### config.mk
export PLATFORM = sky130hd
export DESIGN_NAME = date_add_days_julian
export DESIGN_NICKNAME = d
export VERILOG_FILES = /design/src/rtl/core/dajd_pkg.sv /design/src/rtl/core/date_add_days_julian.sv /design/src/rtl/core/dajd_front.sv /design/src/rtl/core/dajd_queue.sv /design/src/rtl/core/dajd_back.sv
export VERILOG_INCLUDE_DIRS = /design/src /design/src/rtl/core
export SDC_FILE = /design/constraint.sdc
export NUM_CORES = 2
export LEC_CHECK = 0
export ABC_CLOCK_PERIOD_IN_PS = 13200
export BUFFER_PORTS_ARGS = -buffer_cell sky130_fd_sc_hd__buf_2
export CORE_UTILIZATION = 30
export CTS_BUF_LIST = sky130_fd_sc_hd__clkbuf_8
export CTS_CLUSTER_DIAMETER = 50
export DETAILED_ROUTE_END_ITERATION = 6
export GPL_TIMING_DRIVEN = 0
export SYNTH_ARGS = -nofsm -noshare
export SYNTH_HDL_FRONTEND = slang
export SYNTH_SLANG_ARGS = --single-unit
### constraint.sdc
create_clock -name clock -period 13.2 [get_ports clock]
set_input_delay 1.32 -clock clock [delete_from_list [all_inputs] [get_ports clock]]
set_output_delay 1.32 -clock clock [all_outputs]
set_load 0.1 [all_outputs]
### src/rtl/core/date_add_days_julian_defines.svh
// Assertion macros for the date adder.
// Used by the top level only; expects signals named clock and reset in scope.
`ifndef DATE_ADD_DAYS_JULIAN_DEFINES_SVH
`define DATE_ADD_DAYS_JULIAN_DEFINES_SVH

// Same-cycle implication, disabled during reset
`define DAJD_ASSERT_NOW(label, ante, cons) \
   label: assert property (@(posedge clock) disable iff (reset) (ante) |-> (cons)) \
      else $error("dajd: same-cycle check failed");

// Next-cycle implication, disabled during reset
`define DAJD_ASSERT_NEXT(label, ante, cons) \
   label: assert property (@(posedge clock) disable iff (reset) (ante) |=> (cons)) \
      else $error("dajd: next-cycle check failed");

`endif

### src/rtl/core/dajd_pkg.sv
// Shared types, constants and the month offset table for the date adder.
// No dependencies; imported by every module of the block.
`timescale 1ns / 1ps

package dajd_pkg;

   localparam int unsigned YEAR_W  = 14;
   localparam int unsigned MONTH_W = 4;
   localparam int unsigned DAY_W   = 5;
   localparam int unsigned ADD_W   = 16;
   localparam int unsigned JDN_W   = 23;

   localparam int unsigned QUEUE_DEPTH = 4;
   localparam int unsigned QUEUE_AW    = $clog2(QUEUE_DEPTH);
   localparam int unsigned QUEUE_CW    = $clog2(QUEUE_DEPTH + 1);

   localparam int unsigned FRONT_STAGES = 3;
   localparam int unsigned BACK_STAGES  = 7;

   // Forward conversion
   localparam int unsigned YEAR_BIAS = 4800;
   localparam int unsigned JDN_BIAS  = 32045;
   localparam int unsigned DAYS_YEAR = 365;
   localparam int unsigned RECIP_100 = 5243;   // ceil(2^19 / 100), exact for y < 2^15
   localparam int unsigned SHIFT_100 = 19;
   localparam int unsigned MONTH_FEB = 2;

   // Reverse conversion: floor reciprocals give the quotient or one below; RECIP_5 is a ceiling
   localparam int unsigned X_BIAS     = 4 * 32044 + 3;
   localparam int unsigned DAYS_400Y  = 146097;
   localparam int unsigned RECIP_400Y = 229;
   localparam int unsigned SHIFT_400Y = 25;
   localparam int unsigned DAYS_4Y    = 1461;
   localparam int unsigned RECIP_4Y   = 179;
   localparam int unsigned SHIFT_4Y   = 18;
   localparam int unsigned DAYS_5M    = 153;
   localparam int unsigned RECIP_5M   = 13;
   localparam int unsigned SHIFT_5M   = 11;
   localparam int unsigned RECIP_5    = 205;
   localparam int unsigned SHIFT_5    = 10;
   localparam int unsigned MONTH_WRAP = 10;

   localparam int unsigned YEAR_MAX     = 9999;
   localparam int unsigned YEAR_MIN     = 1;
   localparam int unsigned YEAR_RAW_MAX = YEAR_MAX + YEAR_BIAS;
   localparam int unsigned YEAR_RAW_MIN = YEAR_MIN + YEAR_BIAS;

   typedef struct packed {
      logic [YEAR_W-1:0]  start_year;
      logic [MONTH_W-1:0] start_month;
      logic [DAY_W-1:0]   start_day;
      logic [ADD_W-1:0]   add_days;
   } req_type;

   typedef struct packed {
      logic [YEAR_W-1:0]  result_year;
      logic [MONTH_W-1:0] result_month;
      logic [DAY_W-1:0]   result_day;
      logic [JDN_W-1:0]   day_number;
      logic               year_overflow;
   } rsp_type;

   typedef struct packed {
      logic empty;
      logic full;
   } queue_status_type;

   // Days from 1 March to the start of March-based month m: (153 * m + 2) / 5
   function automatic logic [8:0] month_days(input logic [MONTH_W-1:0] m);
      logic [8:0] days;
      case (m)
         4'd0:    days = 9'd0;
         4'd1:    days = 9'd31;
         4'd2:    days = 9'd61;
         4'd3:    days = 9'd92;
         4'd4:    days = 9'd122;
         4'd5:    days = 9'd153;
         4'd6:    days = 9'd184;
         4'd7:    days = 9'd214;
         4'd8:    days = 9'd245;
         4'd9:    days = 9'd275;
         4'd10:   days = 9'd306;
         4'd11:   days = 9'd337;
         4'd12:   days = 9'd367;
         4'd13:   days = 9'd398;
         4'd14:   days = 9'd428;
         default: days = 9'd459;
      endcase
      return days;
   endfunction

endpackage

### src/rtl/core/date_add_days_julian.sv
// Date adder top level: front end, day number queue and back end.
// Depends on dajd_pkg, dajd_front, dajd_queue, dajd_back and the assertion macros.
//
// Usage:
//   A request beat carries a Gregorian date and a day count; it is taken at a
//   rising edge with req_valid high and req_stall low. Each request gives
//   exactly one response beat, in order, taken when rsp_valid is high and
//   rsp_stall is low. The response holds the new date (year saturated to
//   1..9999, year_overflow set above 9999) and its Julian Day Number.
//   Throughput is one beat per cycle while no stall is raised. After the
//   accepting edge, on which the first of three front stages loads, a beat
//   passes two more front stages, the queue and eight back stages including
//   the output register before rsp_valid rises.
//   While a result waits on rsp_stall the back end holds it and freezes; the
//   front end keeps taking requests into the four-entry queue, and req_stall
//   rises only when the queue is full and the front's last stage is occupied.
//   Synchronous reset clears all valid bits and empties the queue; the block
//   takes a request in the first cycle after reset.
`timescale 1ns / 1ps
`include "date_add_days_julian_defines.svh"

module date_add_days_julian
   import dajd_pkg::*;
(
   input  logic    clock,
   input  logic    reset,
   input  logic    req_valid,
   output logic    req_stall,
   input  req_type req_data,
   output logic    rsp_valid,
   input  logic    rsp_stall,
   output rsp_type rsp_data
);

   logic             push;
   logic [JDN_W-1:0] push_jdn;
   logic             pop;
   logic [JDN_W-1:0] pop_jdn;
   queue_status_type q_status;

   dajd_front u_front (
      .clock     (clock),
      .reset     (reset),
      .req_valid (req_valid),
      .req_stall (req_stall),
      .req_data  (req_data),
      .push      (push),
      .push_jdn  (push_jdn),
      .q_status  (q_status)
   );

   dajd_queue u_queue (
      .clock    (clock),
      .reset    (reset),
      .push     (push),
      .push_jdn (push_jdn),
      .pop      (pop),
      .pop_jdn  (pop_jdn),
      .q_status (q_status)
   );

   dajd_back u_back (
      .clock     (clock),
      .reset     (reset),
      .pop       (pop),
      .pop_jdn   (pop_jdn),
      .q_status  (q_status),
      .rsp_valid (rsp_valid),
      .rsp_stall (rsp_stall),
      .rsp_data  (rsp_data)
   );

   `DAJD_ASSERT_NOW(a_pop_not_empty, pop, !q_status.empty)
   `DAJD_ASSERT_NOW(a_push_not_full, push, !q_status.full)
   `DAJD_ASSERT_NEXT(a_push_fills, push && !pop, !q_status.empty)
   `DAJD_ASSERT_NEXT(a_pop_drains, pop && !push, !q_status.full)

endmodule

### src/rtl/core/dajd_front.sv
// Front end: takes request beats and turns the date plus offset into a day number.
// Three stages (decode, multiply, sum); depends on dajd_pkg.
`timescale 1ns / 1ps

module dajd_front
   import dajd_pkg::*;
(
   input  logic             clock,
   input  logic             reset,
   input  logic             req_valid,
   output logic             req_stall,
   input  req_type          req_data,
   output logic             push,
   output logic [JDN_W-1:0] push_jdn,
   input  queue_status_type q_status
);

   logic                    en;
   logic [FRONT_STAGES-1:0] vld_ff, vld_in;

   logic                    shift;
   logic [MONTH_W-1:0]      mar_month;
   logic [14:0]             f1_y_ff, f1_y_in;
   logic [16:0]             f1_small_ff, f1_small_in;

   logic [23:0]             p365;
   logic [26:0]             p100;
   logic [25:0]             p400;
   logic [22:0]             f2_p365_ff, f2_p365_in;
   logic [12:0]             f2_y4_ff, f2_y4_in;
   logic [7:0]              f2_q100_ff, f2_q100_in;
   logic [5:0]              f2_q400_ff, f2_q400_in;
   logic [16:0]             f2_small_ff, f2_small_in;

   logic [23:0]             jdn_sum;
   logic [JDN_W-1:0]        f3_jdn_ff, f3_jdn_in;

   // hold the whole front while a finished beat cannot enter the queue
   assign en        = !vld_ff[FRONT_STAGES-1] || !q_status.full;
   assign req_stall = !en;
   assign push      = vld_ff[FRONT_STAGES-1] && !q_status.full;
   assign push_jdn  = f3_jdn_ff;

   assign vld_in = {vld_ff[FRONT_STAGES-2:0], req_valid};

   // decode: January and February belong to the previous March-based year
   always_comb begin
      shift       = (req_data.start_month <= MONTH_W'(MONTH_FEB));
      mar_month   = shift ? (req_data.start_month + 4'd9) : (req_data.start_month - 4'd3);
      f1_y_in     = 15'(req_data.start_year) + 15'(YEAR_BIAS) - 15'(shift);
      f1_small_in = 17'(req_data.start_day) + 17'(month_days(mar_month))
                    + 17'(req_data.add_days);
   end

   // multiply: 365 y, y / 100 and y / 400 by reciprocal
   always_comb begin
      p365        = 24'(f1_y_ff) * 24'(DAYS_YEAR);
      p100        = 27'(f1_y_ff) * 27'(RECIP_100);
      p400        = 26'(f1_y_ff[14:2]) * 26'(RECIP_100);
      f2_p365_in  = p365[22:0];
      f2_y4_in    = f1_y_ff[14:2];
      f2_q100_in  = p100[SHIFT_100 +: 8];
      f2_q400_in  = p400[SHIFT_100 +: 6];
      f2_small_in = f1_small_ff;
   end

   // sum the terms into the day number
   always_comb begin
      jdn_sum   = 24'(f2_p365_ff) + 24'(f2_y4_ff) + 24'(f2_q400_ff) + 24'(f2_small_ff)
                  - 24'(f2_q100_ff) - 24'(JDN_BIAS);
      f3_jdn_in = jdn_sum[JDN_W-1:0];
   end

   always_ff @(posedge clock) begin
      if (reset) begin
         vld_ff <= '0;
      end else if (en) begin
         vld_ff <= vld_in;
      end
   end

   always_ff @(posedge clock) begin
      if (en) begin
         f1_y_ff     <= f1_y_in;
         f1_small_ff <= f1_small_in;
         f2_p365_ff  <= f2_p365_in;
         f2_y4_ff    <= f2_y4_in;
         f2_q100_ff  <= f2_q100_in;
         f2_q400_ff  <= f2_q400_in;
         f2_small_ff <= f2_small_in;
         f3_jdn_ff   <= f3_jdn_in;
      end
   end

endmodule

### src/rtl/core/dajd_queue.sv
// Short register queue of day numbers between the front and back ends.
// Depth from dajd_pkg; reports empty and full as a status struct.
`timescale 1ns / 1ps

module dajd_queue
   import dajd_pkg::*;
(
   input  logic             clock,
   input  logic             reset,
   input  logic             push,
   input  logic [JDN_W-1:0] push_jdn,
   input  logic             pop,
   output logic [JDN_W-1:0] pop_jdn,
   output queue_status_type q_status
);

   logic [JDN_W-1:0]    mem_ff [QUEUE_DEPTH];
   logic [QUEUE_AW-1:0] wr_ptr_ff, wr_ptr_in;
   logic [QUEUE_AW-1:0] rd_ptr_ff, rd_ptr_in;
   logic [QUEUE_CW-1:0] count_ff, count_in;

   assign q_status.empty = (count_ff == '0);
   assign q_status.full  = (count_ff == QUEUE_CW'(QUEUE_DEPTH));
   assign pop_jdn        = mem_ff[rd_ptr_ff];

   always_comb begin
      wr_ptr_in = push ? (wr_ptr_ff + 1'b1) : wr_ptr_ff;
      rd_ptr_in = pop ? (rd_ptr_ff + 1'b1) : rd_ptr_ff;
      count_in  = count_ff + QUEUE_CW'(push) - QUEUE_CW'(pop);
   end

   always_ff @(posedge clock) begin
      if (reset) begin
         wr_ptr_ff <= '0;
         rd_ptr_ff <= '0;
         count_ff  <= '0;
      end else begin
         wr_ptr_ff <= wr_ptr_in;
         rd_ptr_ff <= rd_ptr_in;
         count_ff  <= count_in;
      end
   end

   always_ff @(posedge clock) begin
      if (push) begin
         mem_ff[wr_ptr_ff] <= push_jdn;
      end
   end

endmodule

### src/rtl/core/dajd_back.sv
// Back end: turns a day number into year, month and day, and drives the result beat.
// Seven stages plus the output register; depends on dajd_pkg.
`timescale 1ns / 1ps

module dajd_back
   import dajd_pkg::*;
(
   input  logic             clock,
   input  logic             reset,
   output logic             pop,
   input  logic [JDN_W-1:0] pop_jdn,
   input  queue_status_type q_status,
   output logic             rsp_valid,
   input  logic             rsp_stall,
   output rsp_type          rsp_data
);

   logic                   en;
   logic [BACK_STAGES-1:0] vld_ff, vld_in;
   logic                   rsp_valid_ff;
   rsp_type                rsp_ff, rsp_in;

   // stage 1: x = 4 a + 3, estimate of x / 146097
   logic [24:0]      b1_x;
   logic [32:0]      b1_prod;
   logic [24:0]      b1_x_ff, b1_x_in;
   logic [7:0]       b1_q_ff, b1_q_in;
   logic [JDN_W-1:0] b1_jdn_ff;

   // stage 2: correct, c = remainder / 4
   logic [25:0]      b2_prod, b2_rem;
   logic [18:0]      b2_r0;
   logic [17:0]      b2_r;
   logic             b2_ge;
   logic [7:0]       b2_b_ff, b2_b_in;
   logic [15:0]      b2_c_ff, b2_c_in;
   logic [JDN_W-1:0] b2_jdn_ff;

   // stage 3: estimate of (4 c + 3) / 1461
   logic [17:0]      b3_x;
   logic [25:0]      b3_prod;
   logic [17:0]      b3_x_ff, b3_x_in;
   logic [6:0]       b3_q_ff, b3_q_in;
   logic [7:0]       b3_b_ff;
   logic [JDN_W-1:0] b3_jdn_ff;

   // stage 4: correct, e = remainder / 4
   logic [17:0]      b4_prod, b4_rem;
   logic [11:0]      b4_r0;
   logic [10:0]      b4_r;
   logic             b4_ge;
   logic [6:0]       b4_d_ff, b4_d_in;
   logic [8:0]       b4_e_ff, b4_e_in;
   logic [7:0]       b4_b_ff;
   logic [JDN_W-1:0] b4_jdn_ff;

   // stage 5: estimate of (5 e + 2) / 153
   logic [10:0]      b5_x;
   logic [14:0]      b5_prod;
   logic [10:0]      b5_x_ff, b5_x_in;
   logic [3:0]       b5_q_ff, b5_q_in;
   logic [6:0]       b5_d_ff;
   logic [7:0]       b5_b_ff;
   logic [JDN_W-1:0] b5_jdn_ff;

   // stage 6: correct, keep March-based month and its remainder
   logic [11:0]      b6_prod, b6_rem;
   logic [8:0]       b6_r0;
   logic             b6_ge;
   logic [3:0]       b6_m_ff, b6_m_in;
   logic [7:0]       b6_rm_ff, b6_rm_in;
   logic [6:0]       b6_d_ff;
   logic [7:0]       b6_b_ff;
   logic [JDN_W-1:0] b6_jdn_ff;

   // stage 7: assemble year, month and day
   logic             b7_tail;
   logic [15:0]      b7_prod;
   logic [14:0]      b7_yr_ff, b7_yr_in;
   logic [MONTH_W-1:0] b7_month_ff, b7_month_in;
   logic [DAY_W-1:0] b7_day_ff, b7_day_in;
   logic [JDN_W-1:0] b7_jdn_ff;

   // freeze the whole back end only while a result beat waits on a stall
   assign en        = !rsp_valid_ff || !rsp_stall;
   assign pop       = en && !q_status.empty;
   assign vld_in    = {vld_ff[BACK_STAGES-2:0], !q_status.empty};
   assign rsp_valid = rsp_valid_ff;
   assign rsp_data  = rsp_ff;

   always_comb begin
      b1_x    = 25'({pop_jdn, 2'b00}) + 25'(X_BIAS);
      b1_prod = 33'(b1_x) * 33'(RECIP_400Y);
      b1_x_in = b1_x;
      b1_q_in = b1_prod[SHIFT_400Y +: 8];
   end

   always_comb begin
      b2_prod = 26'(b1_q_ff) * 26'(DAYS_400Y);
      b2_rem  = 26'(b1_x_ff) - b2_prod;
      b2_r0   = b2_rem[18:0];
      b2_ge   = (b2_r0 >= 19'(DAYS_400Y));
      b2_r    = b2_ge ? 18'(b2_r0 - 19'(DAYS_400Y)) : b2_r0[17:0];
      b2_b_in = b1_q_ff + 8'(b2_ge);
      b2_c_in = b2_r[17:2];
   end

   always_comb begin
      b3_x    = {b2_c_ff, 2'b11};
      b3_prod = 26'(b3_x) * 26'(RECIP_4Y);
      b3_x_in = b3_x;
      b3_q_in = b3_prod[SHIFT_4Y +: 7];
   end

   always_comb begin
      b4_prod = 18'(b3_q_ff) * 18'(DAYS_4Y);
      b4_rem  = b3_x_ff - b4_prod;
      b4_r0   = b4_rem[11:0];
      b4_ge   = (b4_r0 >= 12'(DAYS_4Y));
      b4_r    = b4_ge ? 11'(b4_r0 - 12'(DAYS_4Y)) : b4_r0[10:0];
      b4_d_in = b3_q_ff + 7'(b4_ge);
      b4_e_in = b4_r[10:2];
   end

   always_comb begin
      b5_x    = 11'({b4_e_ff, 2'b00}) + 11'(b4_e_ff) + 11'd2;
      b5_prod = 15'(b5_x) * 15'(RECIP_5M);
      b5_x_in = b5_x;
      b5_q_in = b5_prod[SHIFT_5M +: 4];
   end

   always_comb begin
      b6_prod  = 12'(b5_q_ff) * 12'(DAYS_5M);
      b6_rem   = 12'(b5_x_ff) - b6_prod;
      b6_r0    = b6_rem[8:0];
      b6_ge    = (b6_r0 >= 9'(DAYS_5M));
      b6_m_in  = b5_q_ff + 4'(b6_ge);
      b6_rm_in = b6_ge ? 8'(b6_r0 - 9'(DAYS_5M)) : b6_r0[7:0];
   end

   // months ten and eleven of the March-based year are January and February
   always_comb begin
      b7_tail     = (b6_m_ff >= 4'(MONTH_WRAP));
      b7_prod     = 16'(b6_rm_ff) * 16'(RECIP_5);
      b7_yr_in    = 15'(b6_b_ff) * 15'd100 + 15'(b6_d_ff) + 15'(b7_tail);
      b7_month_in = b7_tail ? (b6_m_ff - 4'd9) : (b6_m_ff + 4'd3);
      b7_day_in   = b7_prod[SHIFT_5 +: DAY_W] + 5'd1;
   end

   // saturate the year to the supported range
   always_comb begin
      rsp_in.result_month = b7_month_ff;
      rsp_in.result_day   = b7_day_ff;
      rsp_in.day_number   = b7_jdn_ff;
      if (b7_yr_ff > 15'(YEAR_RAW_MAX)) begin
         rsp_in.result_year   = YEAR_W'(YEAR_MAX);
         rsp_in.year_overflow = 1'b1;
      end else if (b7_yr_ff < 15'(YEAR_RAW_MIN)) begin
         rsp_in.result_year   = YEAR_W'(YEAR_MIN);
         rsp_in.year_overflow = 1'b0;
      end else begin
         rsp_in.result_year   = YEAR_W'(b7_yr_ff - 15'(YEAR_BIAS));
         rsp_in.year_overflow = 1'b0;
      end
   end

   always_ff @(posedge clock) begin
      if (reset) begin
         vld_ff       <= '0;
         rsp_valid_ff <= 1'b0;
      end else if (en) begin
         vld_ff       <= vld_in;
         rsp_valid_ff <= vld_ff[BACK_STAGES-1];
      end
   end

   always_ff @(posedge clock) begin
      if (en) begin
         b1_x_ff     <= b1_x_in;
         b1_q_ff     <= b1_q_in;
         b1_jdn_ff   <= pop_jdn;
         b2_b_ff     <= b2_b_in;
         b2_c_ff     <= b2_c_in;
         b2_jdn_ff   <= b1_jdn_ff;
         b3_x_ff     <= b3_x_in;
         b3_q_ff     <= b3_q_in;
         b3_b_ff     <= b2_b_ff;
         b3_jdn_ff   <= b2_jdn_ff;
         b4_d_ff     <= b4_d_in;
         b4_e_ff     <= b4_e_in;
         b4_b_ff     <= b3_b_ff;
         b4_jdn_ff   <= b3_jdn_ff;
         b5_x_ff     <= b5_x_in;
         b5_q_ff     <= b5_q_in;
         b5_d_ff     <= b4_d_ff;
         b5_b_ff     <= b4_b_ff;
         b5_jdn_ff   <= b4_jdn_ff;
         b6_m_ff     <= b6_m_in;
         b6_rm_ff    <= b6_rm_in;
         b6_d_ff     <= b5_d_ff;
         b6_b_ff     <= b5_b_ff;
         b6_jdn_ff   <= b5_jdn_ff;
         b7_yr_ff    <= b7_yr_in;
         b7_month_ff <= b7_month_in;
         b7_day_ff   <= b7_day_in;
         b7_jdn_ff   <= b6_jdn_ff;
         rsp_ff      <= rsp_in;
      end
   end

endmodule
==> results by group <==
Final layout
  • Post-layout nets: about 4800
  • Layout cells sized above 1: 0.08344
  • Biggest register: u_queue.mem_ff
  • Max reg flops: 92
  • # fillers: approximately 14000
  • Area growth, synth to finish: 11.90%
  • Post-layout util: 0.3394

Logic synthesis
  • Sequential area share after synthesis: 0.4132
  • Most used flip-flop cell after synthesis: edfxtp_1
  • Simple-gate area share of the yosys netlist: 0.05419
  • Post-synth top cells: inv_1, ha_1, edfxtp_1
  • Syn Nets: approximately 4600
  • Yosys cell types: 82
  • Syn Area/Cell: 12.36 um2
  • Most frequent cell after synthesis: inv_1
  • Number of enable flip-flop cells after synthesis: around 600
  • Largest family of logic cells by synthesized area: adder cells
  • Async set or reset register ratio after synthesis: 0
  • Post-synthesis xor/xnor area fraction: 0.05297
  • Cell Area, Synth: 44360 um2
  • YS warnings: 0
  • Post-Synth Adder-Cell Area: 0.3318
  • Mux contribution to synthesized area: 0.01424
  • Compound-Gate Fraction of Synth Area: 0.06806
  • FF+latch count, synth: approximately 600
  • Cell taking the most area after synthesis: edfxtp_1
  • Post-synth top area share: 0.4042
  • Synth Instances: 3589
  • Synth top area cells: edfxtp_1, ha_1, fa_1

GRT
  • GRT Overall Usage: 0.1078
  • Grt met2 use: 0.1861
  • Antenna violations before repair: 4
  • First-pass GRT wire length: around 130000 um
  • Most used routing layer: met2
  • Met1 usage: 0.1333
  • Met3 Use GR: 0.02300
  • Grt total ovfl: 0
  • Largest net degree at the start of global routing: ~140
  • Vias in the first global route: between 20000 and 30000

STA
  • Peak Freq: about 0.12 GHz
  • Tmin final: a little over 8 ns
  • Final setup viols: 0
  • Relative slew slack: 0.1537
  • Fin crit share: 0.6249
  • Setup TNS: 0 ns
  • Least-Margin Pin Slew: approximately 1.3 ns
  • Unrepaired setup endpoints after global routing: no
  • Fin. max-slew vios: 0
  • Hold Vio Cnt, Final: 0
  • Clock skew: between 0.05 and 0.06 ns

Place
  • Port buffer count: 90
  • GP Congestion: ~0.83
  • Detailed Place HPWL: between 60000 and 70000 um

Die
  • Starting density of the core: 0.3033
  • Ports: 92
  • Rows: 140
  • Die Wd: between 300 and 400 um
  • Core footprint: roughly 150000 um2
  • Die Area: 149400 um2
  • Die Y: 386.5 um

Hold path
  • Hold Path Class: register to register
  • Hold endpoint: u_back.b4_b_ff[5]
  • Hold depth: 0
  • HP Start: u_back.b3_b_ff[5]

Clock tree
  • Skew-Pair Late Insertion Delay: between 0.8 and 0.9 ns
  • Hold Buf Count CTS: 0
  • Clock Sinks: 617
  • Clock transition at path regs: 0.06 ns
  • Clock Path Buffers: 3
  • Post-CTS Setup Bufs: 0
  • CTS buffer count: roughly 120
  • H-tree Lvls: 3
  • CTS tree: done
  • Clock Root Buffer: clkbuf_8
  • # resized after CTS: 0

Routing
  • Post-DRT Antenna Nets: 0
  • First DRT Iteration DRCs: ~1100
  • Routed WL per cell: approximately 14 um
  • Routed WL: 78560 um
  • DR DRC count: 0
  • Drt pass-1 iters: 6
  • Vias post-DR: around 26000
  • Via density: roughly 4.4

Setup path
  • CP Data Required Time: between 10 and 15 ns
  • Crit path kind: register to register
  • Reg2reg setup slack: 4.95 ns
  • R2R depth: 23
  • Worst Setup Start Kind: register
  • Critical path arrival: 8.76 ns
  • Endpoint class of the critical path: register
  • Reg-to-reg endpoint: u_back.b1_q_ff[7]
  • Worst-path maximum fanout: 10

Flow run
  • Max-Cap Viols: 0

Status
  • Status: complete, no violations
==> cells in the final DEF, fill, tap and decap left out, drive strengths merged, types with 26 or more instances in the layout <==
| cell type | instances |
|---|---|
| edfxtp | 597 |
| clkinv | 47 |
| nor2 | 126 |
| nand3 | 38 |
| clkbuf | 138 |
| nand2 | 95 |
| xnor2 | 185 |
| ha | 637 |
| a21oi | 128 |
| o21ai | 82 |
| nor2b | 31 |
| o21a | 29 |
| o21bai | 26 |
| fa | 337 |
| a21o | 40 |
| nor3 | 49 |
| xor2 | 79 |
| inv | 766 |
| buf | 107 |
==> worst max-delay path by stage <==
| stage | to | cells after the start | from | slack (ns) |
|---|---|---|---|---|
| final | u_back.b1_q_ff[7] | 23 | register | 4.95 |
| after global placement | u_back.vld_ff[3] | 6 | rsp_stall | -0.73 |
| after global routing | u_back.b1_q_ff[7] | 23 | register | 4.31 |
| after floorplan | u_back.b1_jdn_ff[0] | 3 | rsp_stall | 3.39 |
| after CTS | u_back.b1_q_ff[7] | 23 | register | 4.77 |
| after detailed placement | u_back.b1_q_ff[7] | 23 | register | 4.88 |
==> per-stage QoR <==
stage	hold WS [ns]	cell area, um2	setup slack [ns]	instances
final	0.3608	49640	4.951	5814
after global routing	0.3791	49640	4.313	5814
after CTS	0.3449	49630	4.775	5812
after detailed placement	0.4045	47330	4.880	5600
after global placement	0.4005	47210	-0.7343	5596
after floorplan	0.4003	44360	3.393	3589
==> routing by layer <==
layer	part of all wire	routed length, um
met5	0.00027	21
met4	0.026	2017
met3	0.038	2952
met2	0.49	38570
met1	0.45	35000
==> cell type report <==
cell class                      instances  area [um2]  area share
Buffer                                 34       142.6    0.002874
Sequential cell                       617       18330      0.3692
Clock inverter                         95       690.7     0.01391
Antenna cell                            2       5.005   0.0001008
Multi-Input combinational cell       2201       23120      0.4658
Tap cell                             1917        2399     0.04832
Timing Repair Buffer                   94       560.5     0.01129
Clock buffer                          117        1610     0.03244
Inverter                              737        2779     0.05599
==> cell families after synthesis <==
kind of cell / Yosys count
buf+inv: 771
mux: 34
compound gates: 448
flops: 617
simple gates: 480
xor+xnor: 265
fa+ha+maj: 974
==> critical path: stages, from the launching register on <==
cell and delay, ns:
dfxtp_1 0.48, clkbuf_1 0.53, buf_1 0.63, mux4_2 0.49, nor3b_1 0.24, a21boi_0 0.65
nand2b_1 0.20, xnor2_1 0.27, fa_1 0.48, inv_1 0.08, fa_1 0.43, fa_1 0.51
inv_1 0.04, ha_1 0.29, ha_1 0.33, a21o_1 0.19, a21oi_1 0.15, nor2b_1 0.06
or4_1 0.53, a221oi_1 0.56, o2111ai_1 0.27, a21o_1 0.25, a21oi_1 0.18, xnor2_1 0.10
Power is left out: the tool's default activity adds up to more than one toggle a clock period on the data nets, which glitch-free logic cannot reach.
